==> src/rtl/leg_throttle_scheduler_top_defines.svh <==
// assertion macros used by lts_core in the rtl of the leg throttle scheduler
`ifndef LEG_THROTTLE_SCHEDULER_TOP_DEFINES_SVH
`define LEG_THROTTLE_SCHEDULER_TOP_DEFINES_SVH

// checked on every clock edge outside reset
`define LTS_ASSERT(label, prop, msg) \
   label: assert property (@(posedge clock) disable iff (reset) (prop)) else $error(msg);

// checked on every clock edge, reset included
`define LTS_ASSERT_ALWAYS(label, prop, msg) \
   label: assert property (@(posedge clock) (prop)) else $error(msg);

`endif

==> src/rtl/lts_pkg.sv <==
// types, constants and codes of the leg throttle scheduler
`timescale 1ns / 1ps

package lts_pkg;

   localparam int RANGE_W  = 24;
   localparam int TAG_W    = 32;
   localparam int THR_W    = 16;
   localparam int THR_FRAC = 15;
   localparam int METRE_W  = 25;
   localparam int PROD_W   = 35;
   localparam int SUM_W    = 29;
   localparam int DIV_W    = 45;
   localparam int QUO_W    = 25;
   localparam int STEP_W   = 5;

   // quotient bits produced for each division
   localparam int R_STEPS = 25;
   localparam int T_STEPS = 15;
   localparam int N_STEPS = 15;

   localparam logic [10:0] MILLI_NM_TO_M = 11'd1852;
   localparam logic [9:0]  M_PER_KM      = 10'd1000;

   localparam logic [METRE_W-1:0] SHORT_LEG_M = METRE_W'(150);
   localparam logic [METRE_W-1:0] RAMP_LEG_M  = METRE_W'(900);

   localparam logic [THR_W-1:0] Q_ONE       = THR_W'(32768);
   localparam logic [THR_W-1:0] Q_SHORT_LEG = THR_W'(4915);
   localparam logic [THR_W-1:0] Q_MIN_THR   = THR_W'(3277);

   // divisors pre-aligned to the top quotient bit
   localparam logic [DIV_W-1:0] R_DIVISOR = DIV_W'(M_PER_KM) << (R_STEPS - 1);
   localparam logic [DIV_W-1:0] T_DIVISOR = DIV_W'(RAMP_LEG_M) << (T_STEPS - 1);

   typedef enum logic [10:0] {
      ST_IDLE   = 11'b000_0000_0001,
      ST_MUL_R  = 11'b000_0000_0010,
      ST_DIV_R  = 11'b000_0000_0100,
      ST_WAIT_R = 11'b000_0000_1000,
      ST_BASE   = 11'b000_0001_0000,
      ST_WAIT_T = 11'b000_0010_0000,
      ST_BRAKE  = 11'b000_0100_0000,
      ST_MUL_N  = 11'b000_1000_0000,
      ST_DIV_N  = 11'b001_0000_0000,
      ST_WAIT_N = 11'b010_0000_0000,
      ST_DONE   = 11'b100_0000_0000
   } state_type;

   typedef struct packed {
      logic              start;
      logic [DIV_W-1:0]  dividend;
      logic [DIV_W-1:0]  divisor;
      logic [STEP_W-1:0] steps;
   } div_req_type;

   typedef struct packed {
      logic             busy;
      logic             done;
      logic [QUO_W-1:0] quotient;
   } div_rsp_type;

   typedef struct packed {
      logic [THR_W-1:0] throttle;
      logic             engines_set;
      logic             leg_zero;
   } result_type;

endpackage

==> src/rtl/lts_if.sv <==
// channel interfaces of the leg throttle scheduler
`timescale 1ns / 1ps

interface lts_req_if;
   logic                        valid;
   logic                        ready;
   logic [lts_pkg::RANGE_W-1:0] range_milli_nm;
   logic [lts_pkg::TAG_W-1:0]   waypoint_tag;

   modport source (output valid, output range_milli_nm, output waypoint_tag, input ready);
   modport sink   (input valid, input range_milli_nm, input waypoint_tag, output ready);
endinterface

interface lts_rsp_if;
   logic                      valid;
   logic                      ready;
   logic [lts_pkg::THR_W-1:0] throttle;
   logic                      engines_set;
   logic                      leg_zero;

   modport source (output valid, output throttle, output engines_set, output leg_zero,
                   input ready);
   modport sink   (input valid, input throttle, input engines_set, input leg_zero,
                   output ready);
endinterface

interface lts_csr_if;
   logic valid;
   logic ready;
   logic enable;

   modport source (output valid, output enable, input ready);
   modport sink   (input valid, input enable, output ready);
endinterface

==> src/rtl/leg_throttle_scheduler_top.sv <==
// top level of the leg throttle scheduler
//
//  channel  | dir | beat contents                              | handshake
//  req_ch   | in  | range_milli_nm, waypoint_tag               | valid / ready
//  rsp_ch   | out | throttle, engines_set, leg_zero            | valid / ready
//  csr_ch   | in  | enable                                     | valid / ready, always ready
//
// one request beat at a time; ready is high only while the sequencer is idle
// enabled: each beat runs its divisions on the shared bit-serial divider
//   (25 quotient bits for metres, 15 for the ramp throttle, 15 for braking)
// disabled: an all-zero response, stored leg and waypoint tag untouched
// the response register holds a finished beat, so the next request is taken
//   while rsp_ch stalls; reset is synchronous, active high, and clears the control state and the stored leg
`timescale 1ns / 1ps

module leg_throttle_scheduler_top (
   input  logic             clock,
   input  logic             reset,
   lts_req_if.sink          req_ch,
   lts_rsp_if.source        rsp_ch,
   lts_csr_if.sink          csr_ch
);

   logic                 enable_ff, enable_in;
   logic                 rsp_valid_ff, rsp_valid_in;
   lts_pkg::result_type  rsp_ff, rsp_in;
   logic                 res_valid;
   logic                 res_take;
   lts_pkg::result_type  res;
   lts_pkg::div_req_type div_req;
   lts_pkg::div_rsp_type div_rsp;

   lts_core u_core (
      .clock     (clock),
      .reset     (reset),
      .enable    (enable_ff),
      .in_valid  (req_ch.valid),
      .in_ready  (req_ch.ready),
      .in_range  (req_ch.range_milli_nm),
      .in_tag    (req_ch.waypoint_tag),
      .res_valid (res_valid),
      .res_take  (res_take),
      .res       (res),
      .div_req   (div_req),
      .div_rsp   (div_rsp)
   );

   lts_div u_div (
      .clock   (clock),
      .reset   (reset),
      .div_req (div_req),
      .div_rsp (div_rsp)
   );

   // output slot free or being emptied this cycle
   assign res_take = !rsp_valid_ff || rsp_ch.ready;

   always_comb begin
      enable_in    = enable_ff;
      rsp_valid_in = rsp_valid_ff;
      rsp_in       = rsp_ff;
      if (csr_ch.valid) begin
         enable_in = csr_ch.enable;
      end
      if (res_valid && res_take) begin
         rsp_valid_in = 1'b1;
         rsp_in       = res;
      end else if (rsp_ch.ready) begin
         rsp_valid_in = 1'b0;
      end
   end

   always_ff @(posedge clock) begin
      if (reset) begin
         enable_ff    <= 1'b0;
         rsp_valid_ff <= 1'b0;
      end else begin
         enable_ff    <= enable_in;
         rsp_valid_ff <= rsp_valid_in;
      end
      rsp_ff <= rsp_in;
   end

   assign csr_ch.ready       = 1'b1;
   assign rsp_ch.valid       = rsp_valid_ff;
   assign rsp_ch.throttle    = rsp_ff.throttle;
   assign rsp_ch.engines_set = rsp_ff.engines_set;
   assign rsp_ch.leg_zero    = rsp_ff.leg_zero;

endmodule

==> src/rtl/lts_div.sv <==
// shared restoring divider, one quotient bit per cycle
`timescale 1ns / 1ps

module lts_div (
   input  logic                 clock,
   input  logic                 reset,
   input  lts_pkg::div_req_type div_req,
   output lts_pkg::div_rsp_type div_rsp
);

   logic [lts_pkg::DIV_W-1:0]  rem_ff, rem_in;
   logic [lts_pkg::DIV_W-1:0]  dvs_ff, dvs_in;
   logic [lts_pkg::QUO_W-1:0]  quo_ff, quo_in;
   logic [lts_pkg::STEP_W-1:0] cnt_ff, cnt_in;
   logic                       busy_ff, busy_in;
   logic                       done_ff, done_in;
   logic [lts_pkg::DIV_W:0]    diff;
   logic                       fits;

   always_comb begin
      diff    = {1'b0, rem_ff} - {1'b0, dvs_ff};
      fits    = ~diff[lts_pkg::DIV_W];
      rem_in  = rem_ff;
      dvs_in  = dvs_ff;
      quo_in  = quo_ff;
      cnt_in  = cnt_ff;
      busy_in = busy_ff;
      done_in = 1'b0;
      if (div_req.start) begin
         rem_in  = div_req.dividend;
         dvs_in  = div_req.divisor;
         quo_in  = '0;
         cnt_in  = div_req.steps;
         busy_in = 1'b1;
      end else if (busy_ff) begin
         if (fits) begin
            rem_in = diff[lts_pkg::DIV_W-1:0];
         end
         quo_in = {quo_ff[lts_pkg::QUO_W-2:0], fits};
         dvs_in = dvs_ff >> 1;
         cnt_in = cnt_ff - lts_pkg::STEP_W'(1);
         if (cnt_ff == lts_pkg::STEP_W'(1)) begin
            busy_in = 1'b0;
            done_in = 1'b1;
         end
      end
   end

   always_ff @(posedge clock) begin
      if (reset) begin
         busy_ff <= 1'b0;
         done_ff <= 1'b0;
      end else begin
         busy_ff <= busy_in;
         done_ff <= done_in;
      end
      rem_ff <= rem_in;
      dvs_ff <= dvs_in;
      quo_ff <= quo_in;
      cnt_ff <= cnt_in;
   end

   assign div_rsp.busy     = busy_ff;
   assign div_rsp.done     = done_ff;
   assign div_rsp.quotient = quo_ff;

endmodule

==> src/rtl/lts_core.sv <==
// sequencer and datapath registers of the leg throttle scheduler
`timescale 1ns / 1ps
`include "leg_throttle_scheduler_top_defines.svh"

module lts_core (
   input  logic                        clock,
   input  logic                        reset,
   input  logic                        enable,
   input  logic                        in_valid,
   output logic                        in_ready,
   input  logic [lts_pkg::RANGE_W-1:0] in_range,
   input  logic [lts_pkg::TAG_W-1:0]   in_tag,
   output logic                        res_valid,
   input  logic                        res_take,
   output lts_pkg::result_type         res,
   output lts_pkg::div_req_type        div_req,
   input  lts_pkg::div_rsp_type        div_rsp
);

   lts_pkg::state_type          state_ff, state_in;
   logic [lts_pkg::RANGE_W-1:0] range_ff, range_in;
   logic [lts_pkg::TAG_W-1:0]   tag_ff, tag_in;
   logic [lts_pkg::PROD_W-1:0]  prod_ff, prod_in;
   logic [lts_pkg::METRE_W-1:0] r_ff, r_in;
   logic [lts_pkg::METRE_W-1:0] leg_ff, leg_in;
   logic [lts_pkg::TAG_W-1:0]   stored_tag_ff, stored_tag_in;
   logic                        tag_valid_ff, tag_valid_in;
   logic [lts_pkg::THR_W-1:0]   t_ff, t_in;
   logic [lts_pkg::SUM_W-1:0]   sum_ff, sum_in;
   logic [lts_pkg::DIV_W-1:0]   num_ff, num_in;
   lts_pkg::result_type         res_ff, res_in;

   always_comb begin
      state_in      = state_ff;
      range_in      = range_ff;
      tag_in        = tag_ff;
      prod_in       = prod_ff;
      r_in          = r_ff;
      leg_in        = leg_ff;
      stored_tag_in = stored_tag_ff;
      tag_valid_in  = tag_valid_ff;
      t_in          = t_ff;
      sum_in        = sum_ff;
      num_in        = num_ff;
      res_in        = res_ff;
      div_req       = '0;
      in_ready      = 1'b0;
      res_valid     = 1'b0;
      case (state_ff)
         lts_pkg::ST_IDLE: begin
            in_ready = 1'b1;
            if (in_valid) begin
               range_in = in_range;
               tag_in   = in_tag;
               if (enable) begin
                  state_in = lts_pkg::ST_MUL_R;
               end else begin
                  res_in   = '0;
                  state_in = lts_pkg::ST_DONE;
               end
            end
         end
         lts_pkg::ST_MUL_R: begin
            prod_in  = lts_pkg::PROD_W'(range_ff) * lts_pkg::PROD_W'(lts_pkg::MILLI_NM_TO_M);
            state_in = lts_pkg::ST_DIV_R;
         end
         lts_pkg::ST_DIV_R: begin
            div_req.start    = 1'b1;
            div_req.dividend = lts_pkg::DIV_W'(prod_ff);
            div_req.divisor  = lts_pkg::R_DIVISOR;
            div_req.steps    = lts_pkg::STEP_W'(lts_pkg::R_STEPS);
            state_in         = lts_pkg::ST_WAIT_R;
         end
         lts_pkg::ST_WAIT_R: begin
            if (div_rsp.done) begin
               r_in = div_rsp.quotient;
               // new waypoint: latch the leg
               if (!tag_valid_ff || tag_ff != stored_tag_ff) begin
                  leg_in        = div_rsp.quotient;
                  stored_tag_in = tag_ff;
                  tag_valid_in  = 1'b1;
               end
               state_in = lts_pkg::ST_BASE;
            end
         end
         lts_pkg::ST_BASE: begin
            if (leg_ff == '0) begin
               res_in.throttle    = '0;
               res_in.engines_set = 1'b0;
               res_in.leg_zero    = 1'b1;
               state_in           = lts_pkg::ST_DONE;
            end else if (leg_ff < lts_pkg::SHORT_LEG_M) begin
               t_in     = lts_pkg::Q_SHORT_LEG;
               state_in = lts_pkg::ST_BRAKE;
            end else if (leg_ff < lts_pkg::RAMP_LEG_M) begin
               div_req.start    = 1'b1;
               div_req.dividend = lts_pkg::DIV_W'(leg_ff) << lts_pkg::THR_FRAC;
               div_req.divisor  = lts_pkg::T_DIVISOR;
               div_req.steps    = lts_pkg::STEP_W'(lts_pkg::T_STEPS);
               state_in         = lts_pkg::ST_WAIT_T;
            end else begin
               t_in     = lts_pkg::Q_ONE;
               state_in = lts_pkg::ST_BRAKE;
            end
         end
         lts_pkg::ST_WAIT_T: begin
            if (div_rsp.done) begin
               t_in     = div_rsp.quotient[lts_pkg::THR_W-1:0];
               state_in = lts_pkg::ST_BRAKE;
            end
         end
         lts_pkg::ST_BRAKE: begin
            // last quarter of the leg: 4*r < leg
            if ({r_ff, 2'b00} < {2'b00, leg_ff}) begin
               sum_in = lts_pkg::SUM_W'(leg_ff) + lts_pkg::SUM_W'({r_ff, 5'b0})
                      + lts_pkg::SUM_W'({r_ff, 2'b0});
               state_in = lts_pkg::ST_MUL_N;
            end else begin
               res_in.throttle    = t_ff;
               res_in.engines_set = 1'b1;
               res_in.leg_zero    = 1'b0;
               state_in           = lts_pkg::ST_DONE;
            end
         end
         lts_pkg::ST_MUL_N: begin
            num_in   = lts_pkg::DIV_W'(t_ff) * lts_pkg::DIV_W'(sum_ff);
            state_in = lts_pkg::ST_DIV_N;
         end
         lts_pkg::ST_DIV_N: begin
            // divisor is 10 * leg aligned to the top quotient bit
            div_req.start    = 1'b1;
            div_req.dividend = num_ff;
            div_req.divisor  = (lts_pkg::DIV_W'(leg_ff) << (lts_pkg::N_STEPS + 2))
                             + (lts_pkg::DIV_W'(leg_ff) << lts_pkg::N_STEPS);
            div_req.steps    = lts_pkg::STEP_W'(lts_pkg::N_STEPS);
            state_in         = lts_pkg::ST_WAIT_N;
         end
         lts_pkg::ST_WAIT_N: begin
            if (div_rsp.done) begin
               if (div_rsp.quotient < lts_pkg::QUO_W'(lts_pkg::Q_MIN_THR)) begin
                  res_in.throttle = lts_pkg::Q_MIN_THR;
               end else begin
                  res_in.throttle = div_rsp.quotient[lts_pkg::THR_W-1:0];
               end
               res_in.engines_set = 1'b1;
               res_in.leg_zero    = 1'b0;
               state_in           = lts_pkg::ST_DONE;
            end
         end
         lts_pkg::ST_DONE: begin
            res_valid = 1'b1;
            if (res_take) begin
               state_in = lts_pkg::ST_IDLE;
            end
         end
         default: begin
            state_in = lts_pkg::ST_IDLE;
         end
      endcase
   end

   always_ff @(posedge clock) begin
      if (reset) begin
         state_ff      <= lts_pkg::ST_IDLE;
         leg_ff        <= '0;
         stored_tag_ff <= '0;
         tag_valid_ff  <= 1'b0;
      end else begin
         state_ff      <= state_in;
         leg_ff        <= leg_in;
         stored_tag_ff <= stored_tag_in;
         tag_valid_ff  <= tag_valid_in;
      end
      range_ff <= range_in;
      tag_ff   <= tag_in;
      prod_ff  <= prod_in;
      r_ff     <= r_in;
      t_ff     <= t_in;
      sum_ff   <= sum_in;
      num_ff   <= num_in;
      res_ff   <= res_in;
   end

   assign res = res_ff;

   `LTS_ASSERT(a_start_idle_div, div_req.start |-> !div_rsp.busy, "divider restarted while busy")
   `LTS_ASSERT(a_done_waiting, div_rsp.done |-> (state_ff == lts_pkg::ST_WAIT_R || state_ff == lts_pkg::ST_WAIT_T || state_ff == lts_pkg::ST_WAIT_N), "divider finished with no one waiting")
   `LTS_ASSERT(a_tag_latched, (state_ff == lts_pkg::ST_WAIT_R && div_rsp.done) |=> tag_valid_ff, "waypoint tag not held after range conversion")
   `LTS_ASSERT(a_flags_excl, res_valid |-> !(res_ff.engines_set && res_ff.leg_zero), "command given on a zero leg")
   `LTS_ASSERT(a_thr_span, (res_valid && res_ff.engines_set) |-> (res_ff.throttle >= lts_pkg::Q_MIN_THR && res_ff.throttle <= lts_pkg::Q_ONE), "commanded throttle out of span")

endmodule
==> src/flat_wrapper.sv <==
// flat-port wrapper written by rule: the top's interface ports become plain ports
module leg_throttle_scheduler_top_flat 
  (clock, reset, req_ch_valid, req_ch_range_milli_nm, req_ch_waypoint_tag, req_ch_ready, rsp_ch_valid, rsp_ch_throttle, rsp_ch_engines_set, rsp_ch_leg_zero, rsp_ch_ready, csr_ch_valid, csr_ch_enable, csr_ch_ready);
  lts_req_if req_ch_i ();
  lts_rsp_if rsp_ch_i ();
  lts_csr_if csr_ch_i ();
  input  logic clock;
  input  logic reset;
  input wire logic [$bits(req_ch_i.valid)-1:0] req_ch_valid;
  input wire logic [$bits(req_ch_i.range_milli_nm)-1:0] req_ch_range_milli_nm;
  input wire logic [$bits(req_ch_i.waypoint_tag)-1:0] req_ch_waypoint_tag;
  output wire logic [$bits(req_ch_i.ready)-1:0] req_ch_ready;
  output wire logic [$bits(rsp_ch_i.valid)-1:0] rsp_ch_valid;
  output wire logic [$bits(rsp_ch_i.throttle)-1:0] rsp_ch_throttle;
  output wire logic [$bits(rsp_ch_i.engines_set)-1:0] rsp_ch_engines_set;
  output wire logic [$bits(rsp_ch_i.leg_zero)-1:0] rsp_ch_leg_zero;
  input wire logic [$bits(rsp_ch_i.ready)-1:0] rsp_ch_ready;
  input wire logic [$bits(csr_ch_i.valid)-1:0] csr_ch_valid;
  input wire logic [$bits(csr_ch_i.enable)-1:0] csr_ch_enable;
  output wire logic [$bits(csr_ch_i.ready)-1:0] csr_ch_ready;
  assign req_ch_i.valid = req_ch_valid;
  assign req_ch_i.range_milli_nm = req_ch_range_milli_nm;
  assign req_ch_i.waypoint_tag = req_ch_waypoint_tag;
  assign req_ch_ready = req_ch_i.ready;
  assign rsp_ch_valid = rsp_ch_i.valid;
  assign rsp_ch_throttle = rsp_ch_i.throttle;
  assign rsp_ch_engines_set = rsp_ch_i.engines_set;
  assign rsp_ch_leg_zero = rsp_ch_i.leg_zero;
  assign rsp_ch_i.ready = rsp_ch_ready;
  assign csr_ch_i.valid = csr_ch_valid;
  assign csr_ch_i.enable = csr_ch_enable;
  assign csr_ch_ready = csr_ch_i.ready;
  leg_throttle_scheduler_top u_core (.clock(clock), .reset(reset), .req_ch(req_ch_i), .rsp_ch(rsp_ch_i), .csr_ch(csr_ch_i));
endmodule
==> config.mk <==
export PLATFORM = sky130hd
export DESIGN_NAME = leg_throttle_scheduler_top_flat
export DESIGN_NICKNAME = d
export VERILOG_FILES = /design/src/rtl/lts_pkg.sv /design/src/rtl/lts_if.sv /design/src/rtl/leg_throttle_scheduler_top.sv /design/src/rtl/lts_div.sv /design/src/rtl/lts_core.sv /design/src/flat_wrapper.sv
export VERILOG_INCLUDE_DIRS = /design/src /design/src/rtl
export SDC_FILE = /design/constraint.sdc
export NUM_CORES = 2
export LEC_CHECK = 0
export ABC_CLOCK_PERIOD_IN_PS = 6570
export BUFFER_PORTS_ARGS = -buffer_cell sky130_fd_sc_hd__buf_2
export CORE_MARGIN = 4
export CORE_UTILIZATION = 59
export CTS_CLUSTER_DIAMETER = 40
export DETAILED_ROUTE_END_ITERATION = 16
export GPL_TIMING_DRIVEN = 0
export PLACE_DENSITY_LB_ADDON = 0.05
export SLEW_MARGIN = 20
export SYNTH_ARGS = -nofsm -noshare
export SYNTH_HDL_FRONTEND = slang
export SYNTH_SLANG_ARGS = --single-unit
==> constraint.sdc <==
create_clock -name clock -period 6.57 [get_ports clock]
set_input_delay 0.3285 -clock clock [delete_from_list [all_inputs] [get_ports clock]]
set_output_delay 0.3285 -clock clock [all_outputs]
set_load 0.005 [all_outputs]
# After elaboration in Yosys (flattened, before gate mapping)
# Cells that the tools add are included.
# W data, S select, Z words.
op_classes:
  mux: 42
  reduce_logical: 19
  eq_ne: 24
  n_lt_le_gt_ge: 4
  add_sub_neg: 5
  n_bitwise: 2
  multipliers: 2
ops:
  columns: ["cell", "n"]
  rows:
  - ["$mux W96", 3]
  - ["$pmux W96 S3", 1]
  - ["$mux W45", 5]
  - ["$pmux W11 S11", 1]
  - ["$mux W18", 5]
  - ["$mux W11", 8]
  - ["$mux W16", 5]
  - ["$pmux W18 S4", 1]
  - ["$sub A45 B45 Y46", 1]
  - ["$mul A16 B29 Y45", 1]
  - ["$add A42 B40 Y43", 1]
  - ["$mul A24 B9 Y33 const B", 1]
  - ["$ne A32 B32 Y1", 1]
  - ["$pmux W16 S2", 1]
  - ["$add A25 B29 Y29", 1]
  - ["$add A29 B27 Y29", 1]
  - ["$lt A27 B25 Y1", 1]
  - ["$logic_not A25 Y1", 1]
  - ["$lt A25 B10 Y1 const B", 1]
  - ["$lt A25 B12 Y1 const B", 1]
  - ["$lt A25 B8 Y1 const B", 1]
  - ["$ne A2 B2 Y1 const B", 10]
  - ["$mux W7", 2]
  - ["$eq A11 B1 Y1 const B", 1]
  - ["other kinds (27)", 43]
totals:
  wordCells: 123
  inputBits: 62
  output_inout_bits: 21
  ff_bits: 433

# Depth between registers and ports, before layout
logic_depth:
  word_depth: 7
  ltp_mapped: 25
  depth_no_buf: 24

# Modules after synthesis
# From an unflattened synthesis, not the netlist that was laid out.
unflattened:
  cells_unflattened: 4080
  hier_area_um2: 40834.2
modules_own_cells:
  columns: ["module", "seq_area_each_um2", "instances", "area_per_inst_um2", "cells_per_inst"]
  rows:
  - ["lts_core", 8047.7, 1, 32636.3, 3223]
  - ["lts_div", 3393.3, 1, 7557.2, 829]
  - ["leg_throttle_scheduler_top", 580.6, 1, 640.6, 28]

# Worst setup path before layout
# No wires, ideal clock.
synth_timing:
  kind: "reg-to-reg"
  start: "reg u_core.u_core.sum_ff[5] (netlist bit)"
  end: "reg u_core.u_core.num_ff[44] (netlist bit), data pin"
  arrival_ns: 5.999
  t_required_ns: 6.306
  stages_incl_launch_ff: 24
  setup_slack_ns: 0.308
  synth_period_minus_slack_ns: 6.262
  setup_ns: 0.264
  n_path_buf: 1
  path_cell_list: "edfxtp_1 -> clkbuf_1 -> and2_1 -> fa_1 -> inv_1 -> fa_1 -> fa_1 -> fa_1 -> inv_1 -> fa_1 -> inv_1 -> fa_1 -> inv_1 -> ha_1 -> o21ai_0 -> nor2_1 -> o41ai_2 -> nand3_1 -> a311oi_2 -> o21ai_1 -> o21ai_2 -> o21ai_1 -> a221oi_1 -> xnor2_1"
synth_between:
  elab_chain_cells: 1
synth_lines:
  columns: ["element", "line_no", "source"]
  rows:
  - ["start: declaration", "lts_core.sv:29", "logic [lts_pkg::SUM_W-1:0] sum_ff, sum_in;"]
  - ["start signal: assignment", "lts_core.sv:179", "sum_ff <= sum_in;"]
  - ["$mul A16 B29 Y45", "lts_core.sv:126", "num_in = lts_pkg::DIV_W'(t_ff) * lts_pkg::DIV_W'(sum_ff);"]
  - ["end signal: assignment", "lts_core.sv:180", "num_ff <= num_in;"]
  - ["end: declaration", "lts_core.sv:30", "logic [lts_pkg::DIV_W-1:0] num_ff, num_in;"]
# No other way between the ends.
# A chain may end at the register's enable or synchronous reset.

# Final worst setup path
layout_timing:
  start: "reg u_core.u_core.sum_ff[12] (netlist bit)"
  end: "reg u_core.u_core.num_ff[44] (netlist bit), data pin"
# The elaborated chain is that of the path after synthesis.

==> qor.csv <==
stage,metric,value,unit
timing,drv_slew,0,
timing,fin_worst_skew,41.5,ps
worst_hold_path,hold_path.class,input pin to flip-flop,
worst_setup_path,slowest_stage,fa_2,
logic_synthesis,synth_compound_area_share,10.3,%
cells_and_area,num-nets-final,4971,
floorplan,start_util,59.8,%
worst_setup_path,worst-path-max-fanout,6,
place,port_buffers,80,
pwr,switchingPower,0.00313,W
pwr,vdd_drop_max,0.000388,V
detailed_routing,ant_nets,0,
global_route,grt_usage,31.5,%
worst_setup_path,path_cells,buf_6 > buf_6 > and2_4 > fa_1 > inv_1 > fa_1 > fa_2 > inv_2 > fa_1 > fa_1 > inv_2 > fa_2 > inv_2 > ha_4 > nand2_2 > o21ai_2 > o211ai_1 > nand2_1 > a311oi_4 > o21ai_2 > o21ai_2 > o21ai_2 > a221oi_2 > xnor2_2,
job,maxCapViolCount,0,
pwr,power.density,215,nW/um2
logic_synthesis,synthXorXnorAreaFrac,4.24,%
cells_and_area,drive_above_1_share,13.3,%
worst_setup_path,r2r-start,u_core.u_core.sum_ff[12],
worst_setup_path,required,6930,ps
timing,setup_ws,-95.2,ps
logic_synthesis,synth_edf_count,333,
timing,fmax,150,MHz
clock_tree,cts_max_path_buffers,3,
clock_tree,insertion_delay,640,ps
logic_synthesis,synthSimpleGateAreaFrac,12.1,%
clock_tree,cts_tree,done,
logic_synthesis,yosysWarningCount,0,
pwr,pwr-share-clk,34.3,%
detailed_routing,first_pass_iters,8,
floorplan,fp-row-count,94,
worst_setup_path,critPathMaxStageDelay,600,ps
logic_synthesis,synth_top_family_by_area,adder cells,
logic_synthesis,syn_area,39500,um2
logic_synthesis,synth_fa_ha_area_share,34.4,%
logic_synthesis,ys_ff_latch,431,
timing,slew_headroom,36.6,%
logic_synthesis,synth_nets,4667,
logic_synthesis,avgSynthCellArea,10.4,um2
floorplan,io_pins,83,
timing,setup_violations,2,
detailed_routing,avgRoutedWirePerCell,22.0,um
global_route,grt_use_met1,44.9,%
pwr,power.internal,0.00673,W
pwr,swShare,31.8,%
global_route,grt_max_degree,57,
timing,setup_tns,-114,ps
worst_setup_path,cp-end-kind,flip-flop,
worst_setup_path,path_class,flip-flop to flip-flop,
timing,worst_pin_slew,947,ps
clock_tree,clk_pin_slew,60,ps
clock_tree,cts_inserted_buffers,60,
cells_and_area,n_fill_cell,5006,
logic_synthesis,muxShareOfSynthArea,1.95,%
global_route,antenna_found_initial,4,
place,dpl.hpwl,83.3,mm
clock_tree,root_buffer,clkbuf_16,
worst_hold_path,min_from,req_ch_valid,
pwr,pwr-share-seq,32.8,%
pwr,leakage,20.5,nW
place,gp_congestion,0.932,
global_route,gr-total-overflow,0,
global_route,grtUsageMet2,47.5,%
timing,finalCritPeriodShare,101,%
worst_setup_path,start_kind,flip-flop,
global_route,grt_pass1_vias,30100,
timing,rsz0062_at_grt,yes,
floorplan,die_h,267,um
cells_and_area,layout_commonest_cell,inv_1,
outcome,outcome,"finished, violations left",
global_route,grt_util_met3,7.04,%
detailed_routing,vias,29200,
floorplan,die_area,71100,um2
place,dp_slack,-1040,ps
detailed_routing,wl,111,mm
floorplan,coreArea,66000,um2
detailed_routing,drc_errors,0,
cells_and_area,final_cell_mix,"inv_1 (531), fa_1 (465), nand2_1 (414)",
clock_tree,numClockSinks,431,
outcome,violations,negative setup slack,
timing,fin_crit,6670,ps
cells_and_area,syn_to_final_growth,16.1,%
floorplan,die_x,267,um
worst_setup_path,critPathArrivalTime,7020,ps
global_route,grt-busiest-layer,met2,
logic_synthesis,synthCells,3811,
logic_synthesis,async_flop_share,0,%
detailed_routing,drtIter0Drc,2617,
global_route,grt_pass1_wl,172,mm
clock_tree,htree_levels,2,
pwr,p_comb_share,32.9,%
timing,final_hold_viol_count,0,
logic_synthesis,synth_ff_type,edfxtp_1,
logic_synthesis,seq_area_frac_synth,30.3,%
detailed_routing,viasPerCell,5.80,
logic_synthesis,synth_cell_types,86,
worst_setup_path,crit_path_start,u_core.u_core.sum_ff[12],
==> registers in the layout (all words and copies together), names as in the netlist, 11 cells and up <==
register                     count
u_core.u_core.num_ff            45
u_core.u_div.rem_ff             45
u_core.u_div.dvs_ff             43
u_core.u_core.prod_ff           33
u_core.u_core.stored_tag_ff     32
u_core.u_core.tag_ff            32
u_core.u_core.sum_ff            29
u_core.u_core.leg_ff            25
u_core.u_core.r_ff              25
u_core.u_div.quo_ff             25
u_core.u_core.range_ff          24
u_core.u_core.res               18
u_core.rsp_ch.throttle          16
u_core.u_core.t_ff              16
u_core.u_core.state_ff          11
==> synth_stat cells (5+ instances only) <==
library cell  count  area [um2]
ha_1            310        3880
o21a_1           15         113
o21ai_1          69         345
a21o_1          102         766
buf_1             6        22.5
dfxtp_1          98        1960
nor3b_1           6        45.0
buf_2            13        65.1
a211oi_1         10        75.1
inv_1           556        2090
nand4_1          24         150
a22oi_1          25         188
o2111ai_1         7        61.3
nor2b_1          19         119
mux2i_1          77         771
edfxtp_1        333       10000
a31oi_1          14        87.6
and3_1           22         138
fa_1            484        9690
nor3_1           23         115
and2_1          204        1280
a2111oi_0         6        52.6
a211o_1           7        61.3
o22ai_1          14        87.6
nand2b_1         18         113
a222oi_1         10         100
and4_1            6        52.6
nand2_1         419        1570
nand3_1          35         175
a22o_1            9        78.8
a21oi_1         171         856
a21boi_0          5        37.5
nor2_1          182         683
or2_2             5        31.3
o31ai_1           8        60.1
xnor2_1         129        1130
xor2_1           62         543
o21bai_1         26         195
clkbuf_1        119         447
o21ai_0          61         305
nor4_1           19         119
==> critical path, delay by kind of cell, from the launching register on <==
kind                     cells  cell delay (ps)
flip-flops                   1              500
adder cells (fa/ha/maj)      7             3430
AND/OR/NAND/NOR              3              380
AO/OA/AOI/OAI                7             1420
buffers and inverters        6              480
XOR/XNOR                     1              160
==> cells by family (layout without fill, tap and decap cells) <==
kind of cell    count (synthesis)  after routing
buf+inv                       698           1054
flops                         431            431
compound gates                615            615
simple gates                 1004           1004
other cells                     1              7
xor+xnor                      191            191
fa+ha+maj                     794            794
mux                            77             77
==> through the flow <==
step / std cells / utilization, % / instance area (um2) / hold slack, ps / total power (W)
global route: 5031 / 69.4 / 45800 / 70.1 / 0.0105
detailed placement: 4768 / 62.4 / 41200 / 405 / 0.00650
finish: 5037 / 69.4 / 45800 / 47.0 / 0.00986
CTS: 5001 / 68.6 / 45300 / 19.5 / 0.00992
floorplan: 3811 / - / 39500 / 400 / 0.00584
global placement: 4755 / 62.1 / 41000 / 401 / 0.00646
==> power by group through the flow <==
| stage | registers, W | clock network [W] | logic (W) |
|---|---|---|---|
| after floorplan | 0.00328 | 0 | 0.00256 |
| after global placement | 0.00329 | 0 | 0.00317 |
| after detailed placement | 0.00329 | 0 | 0.00322 |
| after CTS | 0.00323 | 0.00342 | 0.00327 |
| after global routing | 0.00323 | 0.00355 | 0.00368 |
| final | 0.00323 | 0.00338 | 0.00325 |
==> final cells by class <==
| class | count | area [um2] | area share [%] |
|---|---|---|---|
| Antenna cell | 6 | 15.0 | 0.0328 |
| Sequential cell | 431 | 12000 | 26.1 |
| Multi-Input combinational cell | 2682 | 25600 | 56.0 |
| Clock buffer | 69 | 1590 | 3.46 |
| Tap cell | 864 | 1080 | 2.36 |
| Buffer | 136 | 907 | 1.98 |
| Inverter | 557 | 2090 | 4.57 |
| Timing Repair Buffer | 247 | 1980 | 4.32 |
| Clock inverter | 45 | 546 | 1.19 |
==> worst paths after layout <==
path,cells past startpoint,slack [ps],end
worst max-delay path,24,-100,u_core.u_core.num_ff[44]
worst min-delay path,4,50,u_core.u_core.state_ff[0]
worst max register to register,24,-100,u_core.u_core.num_ff[44]
worst min register to register,0,410,u_core.rsp_ch.throttle[2]
==> timing repair <==
| action | 4_1_cts | 5_1_grt |
|---|---|---|
| buffers inserted | 63 | 31 |
| resized for setup | 258 | 115 |
| hold buffers | 58 | 0 |
| pin swaps | 97 | 111 |
| cloned | 2 | 1 |
| setup endpoints to repair | 25 | 13 |
| hold endpoints to repair | 57 | 0 |
==> routing by layer <==
metal | up-vias | share of wire [%]
met3 | 218 | 9.5
li1 | 13300 | -
met4 | 4 | 4.2
met5 | - | 0.028
met2 | 1168 | 44
met1 | 14500 | 42
Note: power is estimated with default switching activity, not from simulation.
